`src/rtl/ufrc_pkg.sv`:
```
// ----------------------------------------------------------------------------
// ufrc_pkg: shared types, constants and functions of the UART frame receiver
// Holds the channel structs, the job record passed from front to back, the
// character codes of the protocol and the CRC16-CCITT-FALSE byte update.
// ----------------------------------------------------------------------------
package ufrc_pkg;

   // payload buffer and result limits
   localparam int MAX_PAYLOAD  = 63;
   localparam int MAX_RESULTS  = 64;
   localparam int BUF_AW       = $clog2(MAX_PAYLOAD);
   localparam int QUEUE_DEPTH  = 2;
   localparam int QPTR_W       = $clog2(QUEUE_DEPTH);
   localparam int QCNT_W       = $clog2(QUEUE_DEPTH + 1);

   // input command codes
   localparam logic CMD_BYTE = 1'b0;
   localparam logic CMD_TICK = 1'b1;

   // result kinds
   localparam logic [1:0] KIND_TX    = 2'd0;
   localparam logic [1:0] KIND_ADC   = 2'd1;
   localparam logic [1:0] KIND_FRAME = 2'd2;

   // register indexes
   localparam logic [1:0] CSR_TIMEOUT = 2'd0;
   localparam logic [1:0] CSR_VERSION = 2'd1;
   localparam logic [1:0] CSR_MAX_LEN = 2'd2;

   // register reset values
   localparam logic [9:0] TIMEOUT_RST = 10'd200;
   localparam logic [7:0] VERSION_RST = 8'd1;
   localparam logic [5:0] MAX_LEN_RST = 6'd63;

   // crc
   localparam logic [15:0] CRC_POLY = 16'h1021;
   localparam logic [15:0] CRC_INIT = 16'hFFFF;

   // nack and error codes
   localparam logic [7:0] NACK_BYTE   = 8'h15;
   localparam logic [7:0] ERR_VERSION = 8'd1;
   localparam logic [7:0] ERR_LENGTH  = 8'd2;
   localparam logic [7:0] ERR_CRC     = 8'd3;

   // characters of the start word and the one-byte requests
   localparam logic [7:0] CH_B_UP   = 8'h42;
   localparam logic [7:0] CH_L_UP   = 8'h4C;
   localparam logic [7:0] CH_U_UP   = 8'h55;
   localparam logic [7:0] CH_P_UP   = 8'h50;
   localparam logic [7:0] CH_QUERY  = 8'h3F;
   localparam logic [7:0] CH_BANG   = 8'h21;
   localparam logic [7:0] CH_D_UP   = 8'h44;
   localparam logic [7:0] CH_D_LO   = 8'h64;
   localparam logic [7:0] CH_A_UP   = 8'h41;

   // debug progress letters
   localparam logic [7:0] CH_S_UP   = 8'h53;
   localparam logic [7:0] CH_H_UP   = 8'h48;
   localparam logic [7:0] CH_H_LO   = 8'h68;
   localparam logic [7:0] CH_V_LO   = 8'h76;
   localparam logic [7:0] CH_L_LO   = 8'h6C;
   localparam logic [7:0] CH_P_LO   = 8'h70;
   localparam logic [7:0] CH_T_UP   = 8'h54;
   localparam logic [7:0] CH_T_LO   = 8'h74;
   localparam logic [7:0] CH_C_UP   = 8'h43;
   localparam logic [7:0] CH_C_LO   = 8'h63;

   // input item
   typedef struct packed {
      logic       command;
      logic [7:0] rx_byte;
   } req_type;

   // result item
   typedef struct packed {
      logic [1:0]  out_kind;
      logic [7:0]  tx_byte;
      logic [7:0]  frame_command;
      logic [15:0] frame_seq;
      logic [5:0]  frame_length;
      logic [7:0]  payload_byte;
      logic        last;
   } rsp_type;

   // up to four transmit bytes in send order
   typedef struct packed {
      logic [2:0]      count;
      logic [3:0][7:0] bytes;
   } tx_list_type;

   // work record for one input item
   typedef struct packed {
      tx_list_type tx;
      logic        adc;
      logic        replay;
      logic [7:0]  cmd;
      logic [15:0] seq;
      logic [5:0]  len;
      logic [5:0]  last_idx;
   } job_type;

   // payload buffer write from front to back
   typedef struct packed {
      logic              en;
      logic [BUF_AW-1:0] addr;
      logic [7:0]        data;
   } buf_wr_type;

   // back status toward front
   typedef struct packed {
      logic replay_done;
   } back_status_type;

   // one byte of crc16-ccitt-false, msb first
   function automatic logic [15:0] crc_step(logic [15:0] crc, logic [7:0] b);
      logic [15:0] c;
      c = crc ^ {b, 8'h00};
      for (int i = 0; i < 8; i++) begin
         c = c[15] ? ({c[14:0], 1'b0} ^ CRC_POLY) : {c[14:0], 1'b0};
      end
      return c;
   endfunction

   // append one byte to a transmit list
   function automatic tx_list_type tx_push(tx_list_type l, logic [7:0] b);
      tx_list_type r;
      r = l;
      r.bytes[l.count[1:0]] = b;
      r.count = l.count + 3'd1;
      return r;
   endfunction

   // append a debug letter only while debug echo is on
   function automatic tx_list_type tx_dbg(tx_list_type l, logic on, logic [7:0] b);
      tx_list_type r;
      r = on ? tx_push(l, b) : l;
      return r;
   endfunction

endpackage

```
`src/rtl/ufrc_front.sv`:
```
// ----------------------------------------------------------------------------
// ufrc_front: frame parser
// Accepts bytes and ticks, runs the hunt / header / payload / crc sequence,
// writes payload bytes to the buffer and pushes one job per item that
// produces results.
// ----------------------------------------------------------------------------
module ufrc_front import ufrc_pkg::*; (
   input  logic            clock,
   input  logic            reset,
   input  logic            req_valid,
   output logic            req_ready,
   input  req_type         req_data,
   input  logic            csr_wr_en,
   input  logic [1:0]      csr_index,
   input  logic [9:0]      csr_wdata,
   output logic            job_valid,
   output job_type         job_data,
   input  logic            q_full,
   output buf_wr_type      buf_wr,
   input  back_status_type back_status
);

   // phase codes
   localparam logic [1:0] PH_HUNT    = 2'd0;
   localparam logic [1:0] PH_HEADER  = 2'd1;
   localparam logic [1:0] PH_PAYLOAD = 2'd2;
   localparam logic [1:0] PH_CRC     = 2'd3;

   localparam logic [3:0][7:0] SOF_WORD = {CH_P_UP, CH_U_UP, CH_L_UP, CH_B_UP};

   logic [9:0]      cfg_timeout_ff;
   logic [7:0]      cfg_version_ff;
   logic [5:0]      cfg_max_ff;

   logic [1:0]      phase_ff, phase_in;
   logic [1:0]      sof_ff, sof_in;
   logic [5:0]      bcnt_ff, bcnt_in;
   logic [9:0]      tcnt_ff, tcnt_in;
   logic [5:0][7:0] hdr_ff, hdr_in;
   logic [15:0]     crc_ff, crc_in;
   logic [7:0]      crc_hi_ff, crc_hi_in;
   logic            dbg_ff, dbg_in;
   logic [1:0]      pend_ff, pend_in;

   logic            accept;
   logic [9:0]      tick_sat;
   logic [5:0]      bcnt_inc;
   logic [15:0]     len16;
   logic [15:0]     rx_crc;
   logic [15:0]     crc_nx;
   logic [7:0]      rx_b;
   tx_list_type     tl;
   job_type         job;
   logic            fail;
   logic [7:0]      fail_letter;
   logic [7:0]      fail_code;
   logic            pend_up;

   // stall on a full queue, or in payload while a replay reads the buffer
   assign req_ready = !q_full && !(phase_ff == PH_PAYLOAD && pend_ff != 2'd0);
   assign accept    = req_valid && req_ready;
   assign rx_b      = req_data.rx_byte;

   // parser next state
   always_comb begin
      tl          = '0;
      job         = '0;
      fail        = 1'b0;
      fail_letter = 8'h00;
      fail_code   = 8'h00;
      phase_in    = phase_ff;
      sof_in      = sof_ff;
      bcnt_in     = bcnt_ff;
      tcnt_in     = tcnt_ff;
      hdr_in      = hdr_ff;
      crc_in      = crc_ff;
      crc_hi_in   = crc_hi_ff;
      dbg_in      = dbg_ff;
      buf_wr      = '0;
      tick_sat    = (tcnt_ff == 10'h3FF) ? tcnt_ff : tcnt_ff + 10'd1;
      bcnt_inc    = bcnt_ff + 6'd1;
      len16       = {hdr_ff[4], rx_b};
      rx_crc      = {crc_hi_ff, rx_b};
      crc_nx      = crc_step(crc_ff, rx_b);
      if (accept) begin
         if (req_data.command == CMD_TICK) begin
            // segment timeout
            if (phase_ff != PH_HUNT) begin
               tcnt_in = tick_sat;
               if (tick_sat >= cfg_timeout_ff) begin
                  fail      = 1'b1;
                  fail_code = ERR_LENGTH;
                  case (phase_ff)
                     PH_HEADER:  fail_letter = CH_H_LO;
                     PH_PAYLOAD: fail_letter = CH_P_LO;
                     default:    fail_letter = CH_T_LO;
                  endcase
               end
            end
         end else begin
            case (phase_ff)
               PH_HUNT: begin
                  if (rx_b == CH_QUERY) begin
                     tl = tx_push(tl, CH_BANG);
                  end else if (rx_b == CH_D_UP) begin
                     dbg_in = 1'b1;
                     tl     = tx_push(tl, CH_D_LO);
                  end else if (rx_b == CH_A_UP) begin
                     job.adc = 1'b1;
                  end else if (rx_b == SOF_WORD[sof_ff]) begin
                     if (sof_ff == 2'd3) begin
                        tl        = tx_dbg(tl, dbg_ff, CH_S_UP);
                        crc_in    = CRC_INIT;
                        crc_hi_in = 8'h00;
                        phase_in  = PH_HEADER;
                        bcnt_in   = 6'd0;
                        tcnt_in   = 10'd0;
                        sof_in    = 2'd0;
                     end else begin
                        sof_in = sof_ff + 2'd1;
                     end
                  end else begin
                     sof_in = (rx_b == CH_B_UP) ? 2'd1 : 2'd0;
                  end
               end
               PH_HEADER: begin
                  hdr_in[bcnt_ff[2:0]] = rx_b;
                  crc_in  = crc_nx;
                  bcnt_in = bcnt_inc;
                  if (bcnt_inc >= 6'd6) begin
                     tl = tx_dbg(tl, dbg_ff, CH_H_UP);
                     if (hdr_ff[0] != cfg_version_ff) begin
                        fail        = 1'b1;
                        fail_letter = CH_V_LO;
                        fail_code   = ERR_VERSION;
                     end else if (len16 > {10'd0, cfg_max_ff} ||
                                  len16 > 16'(MAX_PAYLOAD)) begin
                        fail        = 1'b1;
                        fail_letter = CH_L_LO;
                        fail_code   = ERR_LENGTH;
                     end else if (len16 == 16'd0) begin
                        tl       = tx_dbg(tl, dbg_ff, CH_P_UP);
                        phase_in = PH_CRC;
                        bcnt_in  = 6'd0;
                        tcnt_in  = 10'd0;
                     end else begin
                        phase_in = PH_PAYLOAD;
                        bcnt_in  = 6'd0;
                        tcnt_in  = 10'd0;
                     end
                  end
               end
               PH_PAYLOAD: begin
                  buf_wr.en   = 1'b1;
                  buf_wr.addr = bcnt_ff[BUF_AW-1:0];
                  buf_wr.data = rx_b;
                  crc_in      = crc_nx;
                  bcnt_in     = bcnt_inc;
                  if (bcnt_inc >= hdr_ff[5][5:0]) begin
                     tl       = tx_dbg(tl, dbg_ff, CH_P_UP);
                     phase_in = PH_CRC;
                     bcnt_in  = 6'd0;
                     tcnt_in  = 10'd0;
                  end
               end
               default: begin
                  if (bcnt_ff == 6'd0) begin
                     crc_hi_in = rx_b;
                     bcnt_in   = 6'd1;
                  end else begin
                     tl = tx_dbg(tl, dbg_ff, CH_T_UP);
                     if (rx_crc != crc_ff) begin
                        fail        = 1'b1;
                        fail_letter = CH_C_LO;
                        fail_code   = ERR_CRC;
                     end else begin
                        // accepted frame: replay from the buffer
                        tl         = tx_dbg(tl, dbg_ff, CH_C_UP);
                        job.replay = 1'b1;
                        job.cmd    = hdr_ff[1];
                        job.seq    = {hdr_ff[2], hdr_ff[3]};
                        job.len    = hdr_ff[5][5:0];
                        dbg_in     = 1'b0;
                        phase_in   = PH_HUNT;
                        sof_in     = 2'd0;
                        bcnt_in    = 6'd0;
                        tcnt_in    = 10'd0;
                     end
                  end
               end
            endcase
         end
         // rejected frame: letter, nack, code, back to hunting
         if (fail) begin
            tl       = tx_dbg(tl, dbg_ff, fail_letter);
            tl       = tx_push(tl, NACK_BYTE);
            tl       = tx_push(tl, fail_code);
            phase_in = PH_HUNT;
            sof_in   = 2'd0;
            bcnt_in  = 6'd0;
            tcnt_in  = 10'd0;
         end
      end
      job.tx = tl;
      // index of the final frame item, limited by the result cap
      if (job.len == 6'd0) begin
         job.last_idx = 6'd0;
      end else if (({1'b0, job.len} + {4'd0, tl.count}) > 7'(MAX_RESULTS)) begin
         job.last_idx = 6'(7'(MAX_RESULTS - 1) - {4'd0, tl.count});
      end else begin
         job.last_idx = job.len - 6'd1;
      end
   end

   assign job_data  = job;
   assign job_valid = accept && (tl.count != 3'd0 || job.adc || job.replay);

   // replays that still read the buffer
   assign pend_up = job_valid && job.replay && job.len != 6'd0;
   always_comb begin
      pend_in = pend_ff;
      if (pend_up && !back_status.replay_done) begin
         pend_in = pend_ff + 2'd1;
      end else if (!pend_up && back_status.replay_done) begin
         pend_in = pend_ff - 2'd1;
      end
   end

   // state registers
   always_ff @(posedge clock) begin
      if (reset) begin
         phase_ff  <= PH_HUNT;
         sof_ff    <= 2'd0;
         bcnt_ff   <= 6'd0;
         tcnt_ff   <= 10'd0;
         crc_ff    <= CRC_INIT;
         crc_hi_ff <= 8'h00;
         dbg_ff    <= 1'b0;
         pend_ff   <= 2'd0;
      end else begin
         phase_ff  <= phase_in;
         sof_ff    <= sof_in;
         bcnt_ff   <= bcnt_in;
         tcnt_ff   <= tcnt_in;
         crc_ff    <= crc_in;
         crc_hi_ff <= crc_hi_in;
         dbg_ff    <= dbg_in;
         pend_ff   <= pend_in;
      end
   end

   // header bytes
   always_ff @(posedge clock) begin
      hdr_ff <= hdr_in;
   end

   // configuration registers
   always_ff @(posedge clock) begin
      if (reset) begin
         cfg_timeout_ff <= TIMEOUT_RST;
         cfg_version_ff <= VERSION_RST;
         cfg_max_ff     <= MAX_LEN_RST;
      end else if (csr_wr_en) begin
         case (csr_index)
            CSR_TIMEOUT: cfg_timeout_ff <= csr_wdata;
            CSR_VERSION: cfg_version_ff <= csr_wdata[7:0];
            CSR_MAX_LEN: cfg_max_ff     <= csr_wdata[5:0];
            default: ;
         endcase
      end
   end

endmodule

```
`src/rtl/ufrc_queue.sv`:
```
// ----------------------------------------------------------------------------
// ufrc_queue: job queue between parser and result sequencer
// Small first-in first-out buffer of job records.
// ----------------------------------------------------------------------------
module ufrc_queue import ufrc_pkg::*; (
   input  logic    clock,
   input  logic    reset,
   input  logic    push,
   input  job_type push_data,
   output logic    full,
   input  logic    pop,
   output job_type pop_data,
   output logic    not_empty
);

   job_type           entry_ff [QUEUE_DEPTH];
   logic [QPTR_W-1:0] wr_ptr_ff;
   logic [QPTR_W-1:0] rd_ptr_ff;
   logic [QCNT_W-1:0] cnt_ff;
   logic              do_push;
   logic              do_pop;

   assign full      = (cnt_ff == QCNT_W'(QUEUE_DEPTH));
   assign not_empty = (cnt_ff != '0);
   assign pop_data  = entry_ff[rd_ptr_ff];
   assign do_push   = push && !full;
   assign do_pop    = pop && not_empty;

   // pointers and fill count
   always_ff @(posedge clock) begin
      if (reset) begin
         wr_ptr_ff <= '0;
         rd_ptr_ff <= '0;
         cnt_ff    <= '0;
      end else begin
         if (do_push) begin
            wr_ptr_ff <= wr_ptr_ff + QPTR_W'(1);
         end
         if (do_pop) begin
            rd_ptr_ff <= rd_ptr_ff + QPTR_W'(1);
         end
         if (do_push && !do_pop) begin
            cnt_ff <= cnt_ff + QCNT_W'(1);
         end else if (!do_push && do_pop) begin
            cnt_ff <= cnt_ff - QCNT_W'(1);
         end
      end
   end

   // entry storage
   always_ff @(posedge clock) begin
      if (do_push) begin
         entry_ff[wr_ptr_ff] <= push_data;
      end
   end

endmodule

```
`src/rtl/ufrc_back.sv`:
```
// ----------------------------------------------------------------------------
// ufrc_back: result sequencer
// Pops jobs and sends their results one at a time through an output
// register; owns the payload buffer and replays accepted frames from it.
// ----------------------------------------------------------------------------
module ufrc_back import ufrc_pkg::*; (
   input  logic            clock,
   input  logic            reset,
   input  logic            q_not_empty,
   output logic            q_pop,
   input  job_type         q_data,
   input  buf_wr_type      buf_wr,
   output back_status_type status,
   output logic            rsp_valid,
   input  logic            rsp_ready,
   output rsp_type         rsp_data
);

   // sequencer states
   localparam logic [2:0] B_IDLE  = 3'd0;
   localparam logic [2:0] B_TX    = 3'd1;
   localparam logic [2:0] B_ADC   = 3'd2;
   localparam logic [2:0] B_FETCH = 3'd3;
   localparam logic [2:0] B_ITEM  = 3'd4;

   logic [7:0]        buf_mem [MAX_PAYLOAD];
   logic [7:0]        rd_data_ff;

   logic [2:0]        st_ff, st_in;
   job_type           cur_ff, cur_in;
   logic [1:0]        tx_idx_ff, tx_idx_in;
   logic [BUF_AW-1:0] item_idx_ff, item_idx_in;
   logic              rsp_valid_ff, rsp_valid_in;
   rsp_type           rsp_ff;

   logic              out_free;
   logic              emit;
   rsp_type           emit_data;
   logic              tx_last;
   logic              item_last;

   assign out_free  = !rsp_valid_ff || rsp_ready;
   assign rsp_valid = rsp_valid_ff;
   assign rsp_data  = rsp_ff;

   // sequencer next state
   always_comb begin
      st_in              = st_ff;
      cur_in             = cur_ff;
      tx_idx_in          = tx_idx_ff;
      item_idx_in        = item_idx_ff;
      q_pop              = 1'b0;
      emit               = 1'b0;
      emit_data          = '0;
      status.replay_done = 1'b0;
      tx_last            = ({1'b0, tx_idx_ff} + 3'd1) == cur_ff.tx.count;
      item_last          = (item_idx_ff == cur_ff.last_idx);
      case (st_ff)
         B_IDLE: begin
            if (q_not_empty) begin
               q_pop       = 1'b1;
               cur_in      = q_data;
               tx_idx_in   = 2'd0;
               item_idx_in = '0;
               if (q_data.tx.count != 3'd0) begin
                  st_in = B_TX;
               end else if (q_data.adc) begin
                  st_in = B_ADC;
               end else begin
                  st_in = B_FETCH;
               end
            end
         end
         B_TX: begin
            if (out_free) begin
               emit              = 1'b1;
               emit_data.out_kind = KIND_TX;
               emit_data.tx_byte = cur_ff.tx.bytes[tx_idx_ff];
               emit_data.last    = tx_last && !cur_ff.replay;
               tx_idx_in         = tx_idx_ff + 2'd1;
               if (tx_last) begin
                  st_in = cur_ff.replay ? B_FETCH : B_IDLE;
               end
            end
         end
         B_ADC: begin
            if (out_free) begin
               emit               = 1'b1;
               emit_data.out_kind = KIND_ADC;
               emit_data.last     = 1'b1;
               st_in              = B_IDLE;
            end
         end
         B_FETCH: begin
            // buffer read lands in rd_data_ff
            st_in = B_ITEM;
         end
         B_ITEM: begin
            if (out_free) begin
               emit                    = 1'b1;
               emit_data.out_kind      = KIND_FRAME;
               emit_data.frame_command = cur_ff.cmd;
               emit_data.frame_seq     = cur_ff.seq;
               emit_data.frame_length  = cur_ff.len;
               emit_data.payload_byte  = (cur_ff.len == 6'd0) ? 8'h00 : rd_data_ff;
               emit_data.last          = item_last;
               item_idx_in             = item_idx_ff + BUF_AW'(1);
               if (item_last) begin
                  st_in              = B_IDLE;
                  status.replay_done = (cur_ff.len != 6'd0);
               end else begin
                  st_in = B_FETCH;
               end
            end
         end
         default: st_in = B_IDLE;
      endcase
      rsp_valid_in = emit ? 1'b1 : (rsp_ready ? 1'b0 : rsp_valid_ff);
   end

   // control registers
   always_ff @(posedge clock) begin
      if (reset) begin
         st_ff        <= B_IDLE;
         tx_idx_ff    <= 2'd0;
         item_idx_ff  <= '0;
         rsp_valid_ff <= 1'b0;
      end else begin
         st_ff        <= st_in;
         tx_idx_ff    <= tx_idx_in;
         item_idx_ff  <= item_idx_in;
         rsp_valid_ff <= rsp_valid_in;
      end
   end

   // current job and output register
   always_ff @(posedge clock) begin
      cur_ff <= cur_in;
      if (emit) begin
         rsp_ff <= emit_data;
      end
   end

   // payload buffer
   always_ff @(posedge clock) begin
      if (buf_wr.en) begin
         buf_mem[buf_wr.addr] <= buf_wr.data;
      end
      rd_data_ff <= buf_mem[item_idx_ff];
   end

endmodule

```
`src/rtl/uart_frame_receiver_crc16_top.sv`:
```
// ----------------------------------------------------------------------------
// uart_frame_receiver_crc16_top: UART frame receiver with CRC16 check
//
//   channel  ports                              direction
//   req      req_valid / req_ready / req_data   in: received byte or tick
//   rsp      rsp_valid / rsp_ready / rsp_data   out: tx byte, adc, frame item
//   csr      csr_wr_en / csr_index / csr_wdata  in: register write
//
// The parser takes one item per cycle and pushes a job into a two-entry queue.
// The sequencer pops each job in its idle state, then sends transmit and
// adc results at one per cycle while the receiver is ready, through the
// output register. Each frame item is a payload buffer read, then the
// output register, and the next byte is read only after the last is sent.
// The input stalls while the queue is full, and payload bytes of a new frame
// stall until the previous replay is done with the buffer. Reset is
// synchronous and clears the parser, the queue and the sequencer; the buffer
// needs no clearing.
// ----------------------------------------------------------------------------
module uart_frame_receiver_crc16_top import ufrc_pkg::*; (
   input  logic       clock,
   input  logic       reset,
   input  logic       req_valid,
   output logic       req_ready,
   input  req_type    req_data,
   output logic       rsp_valid,
   input  logic       rsp_ready,
   output rsp_type    rsp_data,
   input  logic       csr_wr_en,
   input  logic [1:0] csr_index,
   input  logic [9:0] csr_wdata
);

   logic            job_valid;
   job_type         job_data;
   logic            q_full;
   logic            q_pop;
   job_type         q_data;
   logic            q_not_empty;
   buf_wr_type      buf_wr;
   back_status_type back_status;

   // parser
   ufrc_front u_front (
      .clock       (clock),
      .reset       (reset),
      .req_valid   (req_valid),
      .req_ready   (req_ready),
      .req_data    (req_data),
      .csr_wr_en   (csr_wr_en),
      .csr_index   (csr_index),
      .csr_wdata   (csr_wdata),
      .job_valid   (job_valid),
      .job_data    (job_data),
      .q_full      (q_full),
      .buf_wr      (buf_wr),
      .back_status (back_status)
   );

   // job queue
   ufrc_queue u_queue (
      .clock     (clock),
      .reset     (reset),
      .push      (job_valid),
      .push_data (job_data),
      .full      (q_full),
      .pop       (q_pop),
      .pop_data  (q_data),
      .not_empty (q_not_empty)
   );

   // result sequencer
   ufrc_back u_back (
      .clock       (clock),
      .reset       (reset),
      .q_not_empty (q_not_empty),
      .q_pop       (q_pop),
      .q_data      (q_data),
      .buf_wr      (buf_wr),
      .status      (back_status),
      .rsp_valid   (rsp_valid),
      .rsp_ready   (rsp_ready),
      .rsp_data    (rsp_data)
   );

   // an adc request is always the only result of its item
   a_adc_last: assert property (@(posedge clock) disable iff (reset)
      rsp_valid && rsp_data.out_kind == KIND_ADC |-> rsp_data.last)
      else $error("adc result without last");

   // no transfer accepted while the queue is full
   a_full_stall: assert property (@(posedge clock) disable iff (reset)
      q_full |-> !req_ready)
      else $error("input accepted with full queue");

   // jobs are only pushed on an accepted transfer
   a_push_on_accept: assert property (@(posedge clock) disable iff (reset)
      job_valid |-> req_valid && req_ready)
      else $error("job pushed without input transfer");

   // payload buffer is only written on an accepted transfer
   a_buf_wr_accept: assert property (@(posedge clock) disable iff (reset)
      buf_wr.en |-> req_valid && req_ready)
      else $error("buffer write without input transfer");

endmodule

```
`config.mk`:
```
export PLATFORM = sky130hd
export DESIGN_NAME = uart_frame_receiver_crc16_top
export DESIGN_NICKNAME = d
export VERILOG_FILES = /design/src/rtl/ufrc_pkg.sv /design/src/rtl/ufrc_front.sv /design/src/rtl/ufrc_queue.sv /design/src/rtl/ufrc_back.sv /design/src/rtl/uart_frame_receiver_crc16_top.sv
export SDC_FILE = /design/constraint.sdc
export NUM_CORES = 1
export LEC_CHECK = 0
export ABC_AREA = 0
export ABC_CLOCK_PERIOD_IN_PS = 20400
export BUFFER_PORTS_ARGS = -buffer_cell sky130_fd_sc_hd__buf_2
export CAP_MARGIN = 20
export CORE_MARGIN = 5
export CORE_UTILIZATION = 60
export DETAILED_ROUTE_END_ITERATION = 8
export PLACE_DENSITY = 0.78
export SETUP_SLACK_MARGIN = 0.3
export SYNTH_ARGS = -nofsm -noshare
export SYNTH_HDL_FRONTEND = slang
export SYNTH_SLANG_ARGS = --single-unit
```
`constraint.sdc`:
```
create_clock -name clock -period 20.4 [get_ports clock]
set_input_delay 1.02 -clock clock [delete_from_list [all_inputs] [get_ports clock]]
set_output_delay 1.02 -clock clock [all_outputs]
set_load 0.03 [all_outputs]
```
==> metrics.log <==
[metrics] outcome: finished clean
[metrics] length of the first detailed-routing pass in iterations: 6
[metrics] final slew viol count: 0
[metrics] Post-Synth Adder-Cell Area: 1.764%
[metrics] final period demand of the worst path: 6.225 ns
[metrics] dominant register cell in the synthesized netlist: sky130_fd_sc_hd__edfxtp_1
[metrics] cell types with the highest counts after synthesis: 798 x sky130_fd_sc_hd__edfxtp_1, 170 x sky130_fd_sc_hd__nor2_1, 162 x sky130_fd_sc_hd__mux4_2, 96 x sky130_fd_sc_hd__dfxtp_1, 92 x sky130_fd_sc_hd__nand2_1
[metrics] Layout Skew: 0.02007 ns
[metrics] Tot GR Track Use: 24.35%
[metrics] multiplexer share of the synthesized area: 12.74%
[metrics] Critical Path Slowest Stage Cell: sky130_fd_sc_hd__a221oi_2
[metrics] Max-cap violations: 0
[metrics] number of port buffers: 75
[metrics] initial DRC count: 2447
[metrics] largest fanout on the critical path: 10
[metrics] TritonCTS clock tree: done
[metrics] class of the tightest hold or removal check: reg2reg
[metrics] H-Tree Depth: 3
[metrics] CTS clock-pin slew for the worst setup and hold paths: 0.07 ns
[metrics] dominant combinational cell family by area after synthesis: multiplexers
[metrics] maximum frequency from static timing analysis: 160.6 MHz
[metrics] height of the die: 257.9 um
[metrics] drt drc: 0
[metrics] overall routed net length: 80860 um
[metrics] Async SR Flop Fraction: 0%
[metrics] number of sinks on the clock net: 894
[metrics] clock latency on the worst-skew pair: 0.63 ns
[metrics] Post-Synth Simple-Gate Area: 7.597%
[metrics] number of routed nets with antenna violations: 0
[metrics] worst setup path class: reg2reg
[metrics] number of vias after detailed routing: 19970
[metrics] HPWL after DPL: 50120 um
[metrics] cell family with the largest share of critical-path delay: compound AO/OA/AOI/OAI gates
[metrics] TritonCTS Buffers: 87
[metrics] Post-Synthesis Cells: 2219
[metrics] postcts setup bufs: 0
[metrics] cell area after synthesis: 36870 um^2
[metrics] post-synth top area share: 64.99%
[metrics] synthesized area per cell: 16.62 um^2
[metrics] Synth-to-Final Area Change: 10.81%
[metrics] portion of the clock cycle consumed by the worst path in the final layout: 30.52%
[metrics] Ys Warns: 0
[metrics] cells traversed along the worst timing path: ha_1 > and3_1 > nand3_1 > and3_1 > nand3_1 > xnor2_1 > ha_1 > a21o_1 > a211oi_1 > nor3_1 > a221oi_2 > a21oi_2 > a211oi_2 > ha_1 > inv_1 > fa_1 > nand2b_1 > a211oi_1 > nand3_1 > mux2_1 > nor2_1
[metrics] clock tree root buffer cell: sky130_fd_sc_hd__clkbuf_16
[metrics] Seq/Total Area, Yosys: 70.20%
[metrics] top cell type by total area after synthesis: sky130_fd_sc_hd__edfxtp_1
[metrics] transition time of the tightest slew-check pin: 1.223 ns
[metrics] fraction of final layout cells with drive strength greater than 1: 21.05%
[metrics] number of different library cells in the post-synthesis netlist: 87
[metrics] unrepaired setup endpoints after global routing: no
[metrics] Setup-failing EPs final: 0
[metrics] initial antenna violation count: 4
[metrics] via-per-instance ratio: 6.353
[metrics] Boundary Pins: 77
[metrics] Lkg Pwr: 14.73 nW
[metrics] maximum number of pins on one net before global-route repair: 89
[metrics] critical path data arrival time: 6.69 ns
[metrics] EDFF count, synth: 798
[metrics] power per cell area: 100.9 nW/um^2
[metrics] peak supply drop: 71.04 uV
[metrics] final estimated routing congestion in global placement: 0.9848
[metrics] startpoint of the worst hold path: u_front.cfg_timeout_ff[9]$_SDFFE_PP0P_
[metrics] die width: 257.9 um
[metrics] register bit total from synthesis: 894
[metrics] launch point of the critical path: u_front.tcnt_ff[0]$_SDFFE_PP0P_
[metrics] wire length of the first global-routing pass: 123000 um
[metrics] share of the synthesized area in compound gates (AO/OA/AOI/OAI): 3.912%
[metrics] WP data required: 20.86 ns
[metrics] number of instances resized during post-cts repair: 0
[metrics] Worst Setup Start Kind: flip-flop
[metrics] largest cells by area after synthesis: sky130_fd_sc_hd__edfxtp_1 65%, sky130_fd_sc_hd__mux4_2 9.9%, sky130_fd_sc_hd__dfxtp_1 5.2%
[metrics] Hold Violations, Final: 0
[metrics] xor-xnor portion of the synthesized cell area: 2.016%
[metrics] initial core utilization: 60.87%
[metrics] number of placement rows: 90
[metrics] kind of end point of the critical path: flip-flop
[metrics] area inside the core boundary: 60580 um^2
[metrics] residual overflow from global routing: 0
[metrics] largest buffer count on any clock path: 3
[metrics] # hold bufs at CTS: 0
[metrics] aggregate negative setup slack: 0 ns
[metrics] wire per inst: 25.72 um
[metrics] Total Die Area: 66520 um^2
[metrics] launching point of the worst reg2reg path: u_front.tcnt_ff[0]$_SDFFE_PP0P_
[metrics] most numerous cell in the Yosys netlist: sky130_fd_sc_hd__edfxtp_1
[metrics] Power, Total: 0.004124 W
[metrics] via count of the first global-routing pass: 19770
[metrics] slew margin rel.: 17.73%
[metrics] slowest stage delay, CP: 0.62 ns
[metrics] Buffers & Inverters on Critical Path: 1
[metrics] layout net count: 2370
-- placed cells by master, fill, tap and decap left out, drive strengths merged, types with 6 or more instances in the layout --
master / instances
nand3: 45
xor2: 49
mux2i: 24
nand4: 17
a22oi: 14
clkbuf: 113
a31oi: 14
clkinv: 31
a21oi: 57
or4: 7
nand3b: 12
inv: 48
or3: 11
nand2: 92
buf: 100
mux2: 72
ha: 48
o22ai: 6
edfxtp: 798
o21ai: 56
a211oi: 9
nor2b: 13
bufinv: 7
and3: 50
mux4: 162
nor3: 24
o21a: 9
nor2: 170
and2: 39
xnor2: 35
nand2b: 36
dfxtp: 96
nor4: 16
-- kinds of logic after synthesis --
group                    Yosys count
AO/OA/AOI/OAI                    217
XOR/XNOR                          84
adder cells (fa/ha/maj)           52
buffers and inverters            164
flip-flops                       894
multiplexers                     258
other                              1
AND/OR/NAND/NOR                  549
-- flip-flops by register name (all words and copies together), names as in the netlist, 6 cells and up, named ones only --
register / count
u_back.item_idx_ff: 6
u_front.bcnt_ff: 6
u_queue.entry_ff: 134
u_front.crc_ff: 16
u_back.cur_ff: 66
u_front.crc_hi_ff: 8
u_back.rd_data_ff: 8
u_back.buf_mem: 504
u_front.hdr_ff: 46
u_front.cfg_timeout_ff: 10
u_front.cfg_max_ff: 6
u_front.tcnt_ff: 10
u_front.cfg_version_ff: 8
u_back.rsp_data: 48
-- area by class of cell --
| class | count | area [um^2] |
|---|---|---|
| flip-flops and latches | 894 | 25890 |
| fillers | 3887 | 19720 |
| multi-input cells | 1165 | 10390 |
| clock buffers | 113 | 2346 |
| well taps | 782 | 978.4 |
| repair buffers | 100 | 638.1 |
| clock inverters | 42 | 431.7 |
| inverters | 47 | 176.4 |
| diodes | 1 | 2.502 |
-- routing by layer --
layer  wire length, um  track usage (%)  part of all wire (%)
met3              8116            5.686                    10
met2             38170            37.41                    47
met5                 0                0                     0
met4              1949            6.778                   2.4
met1             32620            35.87                    40
-- path summary, 6_finish.rpt --
check	end	slack [ns]	depth (start not counted)
max	u_queue.entry_ff[1][0]$_DFFE_PP_	14.17	21
min	u_front.cfg_timeout_ff[9]$_SDFFE_PP0P_	0.46	2
max reg2reg	u_queue.entry_ff[1][0]$_DFFE_PP_	14.17	21
min reg2reg	u_front.cfg_timeout_ff[9]$_SDFFE_PP0P_	0.46	2
-- report_power, final --
part / leakage, nW / total, W / switching [W] / internal (W)
registers: 9.36 / 0.00216 / 0.0000393 / 0.00212
logic: 4.01 / 0.000393 / 0.000267 / 0.000126
clock network: 1.36 / 0.00157 / 0.000665 / 0.000902
-- worst reg2reg max path: stages (launching register included) --
cell,delay (ns)
sky130_fd_sc_hd__dfxtp_1,0.45
sky130_fd_sc_hd__ha_1,0.26
sky130_fd_sc_hd__and3_1,0.30
sky130_fd_sc_hd__nand3_1,0.31
sky130_fd_sc_hd__and3_1,0.35
sky130_fd_sc_hd__nand3_1,0.11
sky130_fd_sc_hd__xnor2_1,0.15
sky130_fd_sc_hd__ha_1,0.28
sky130_fd_sc_hd__a21o_1,0.16
sky130_fd_sc_hd__a211oi_1,0.24
sky130_fd_sc_hd__nor3_1,0.09
sky130_fd_sc_hd__a221oi_2,0.62
sky130_fd_sc_hd__a21oi_2,0.32
sky130_fd_sc_hd__a211oi_2,0.55
sky130_fd_sc_hd__ha_1,0.28
sky130_fd_sc_hd__inv_1,0.06
sky130_fd_sc_hd__fa_1,0.38
sky130_fd_sc_hd__nand2b_1,0.19
sky130_fd_sc_hd__a211oi_1,0.26
sky130_fd_sc_hd__nand3_1,0.21
sky130_fd_sc_hd__mux2_1,0.37
sky130_fd_sc_hd__nor2_1,0.14
-- through the flow --
stage	setup WS (ns)	std cells	area [um^2]	hold WS, ns	util (%)
after global routing	13.63	3143	40860	0.4804	67.44
after detailed placement	14.12	2983	37980	0.4518	62.69
after CTS	14.22	3138	40760	0.4609	67.28
after global placement	14.30	2982	37960	0.4465	62.66
final	14.17	3144	40860	0.4609	67.45
after floorplan	11.49	2223	36890	0.4363	-
Power figures use the tool's default switching activity.
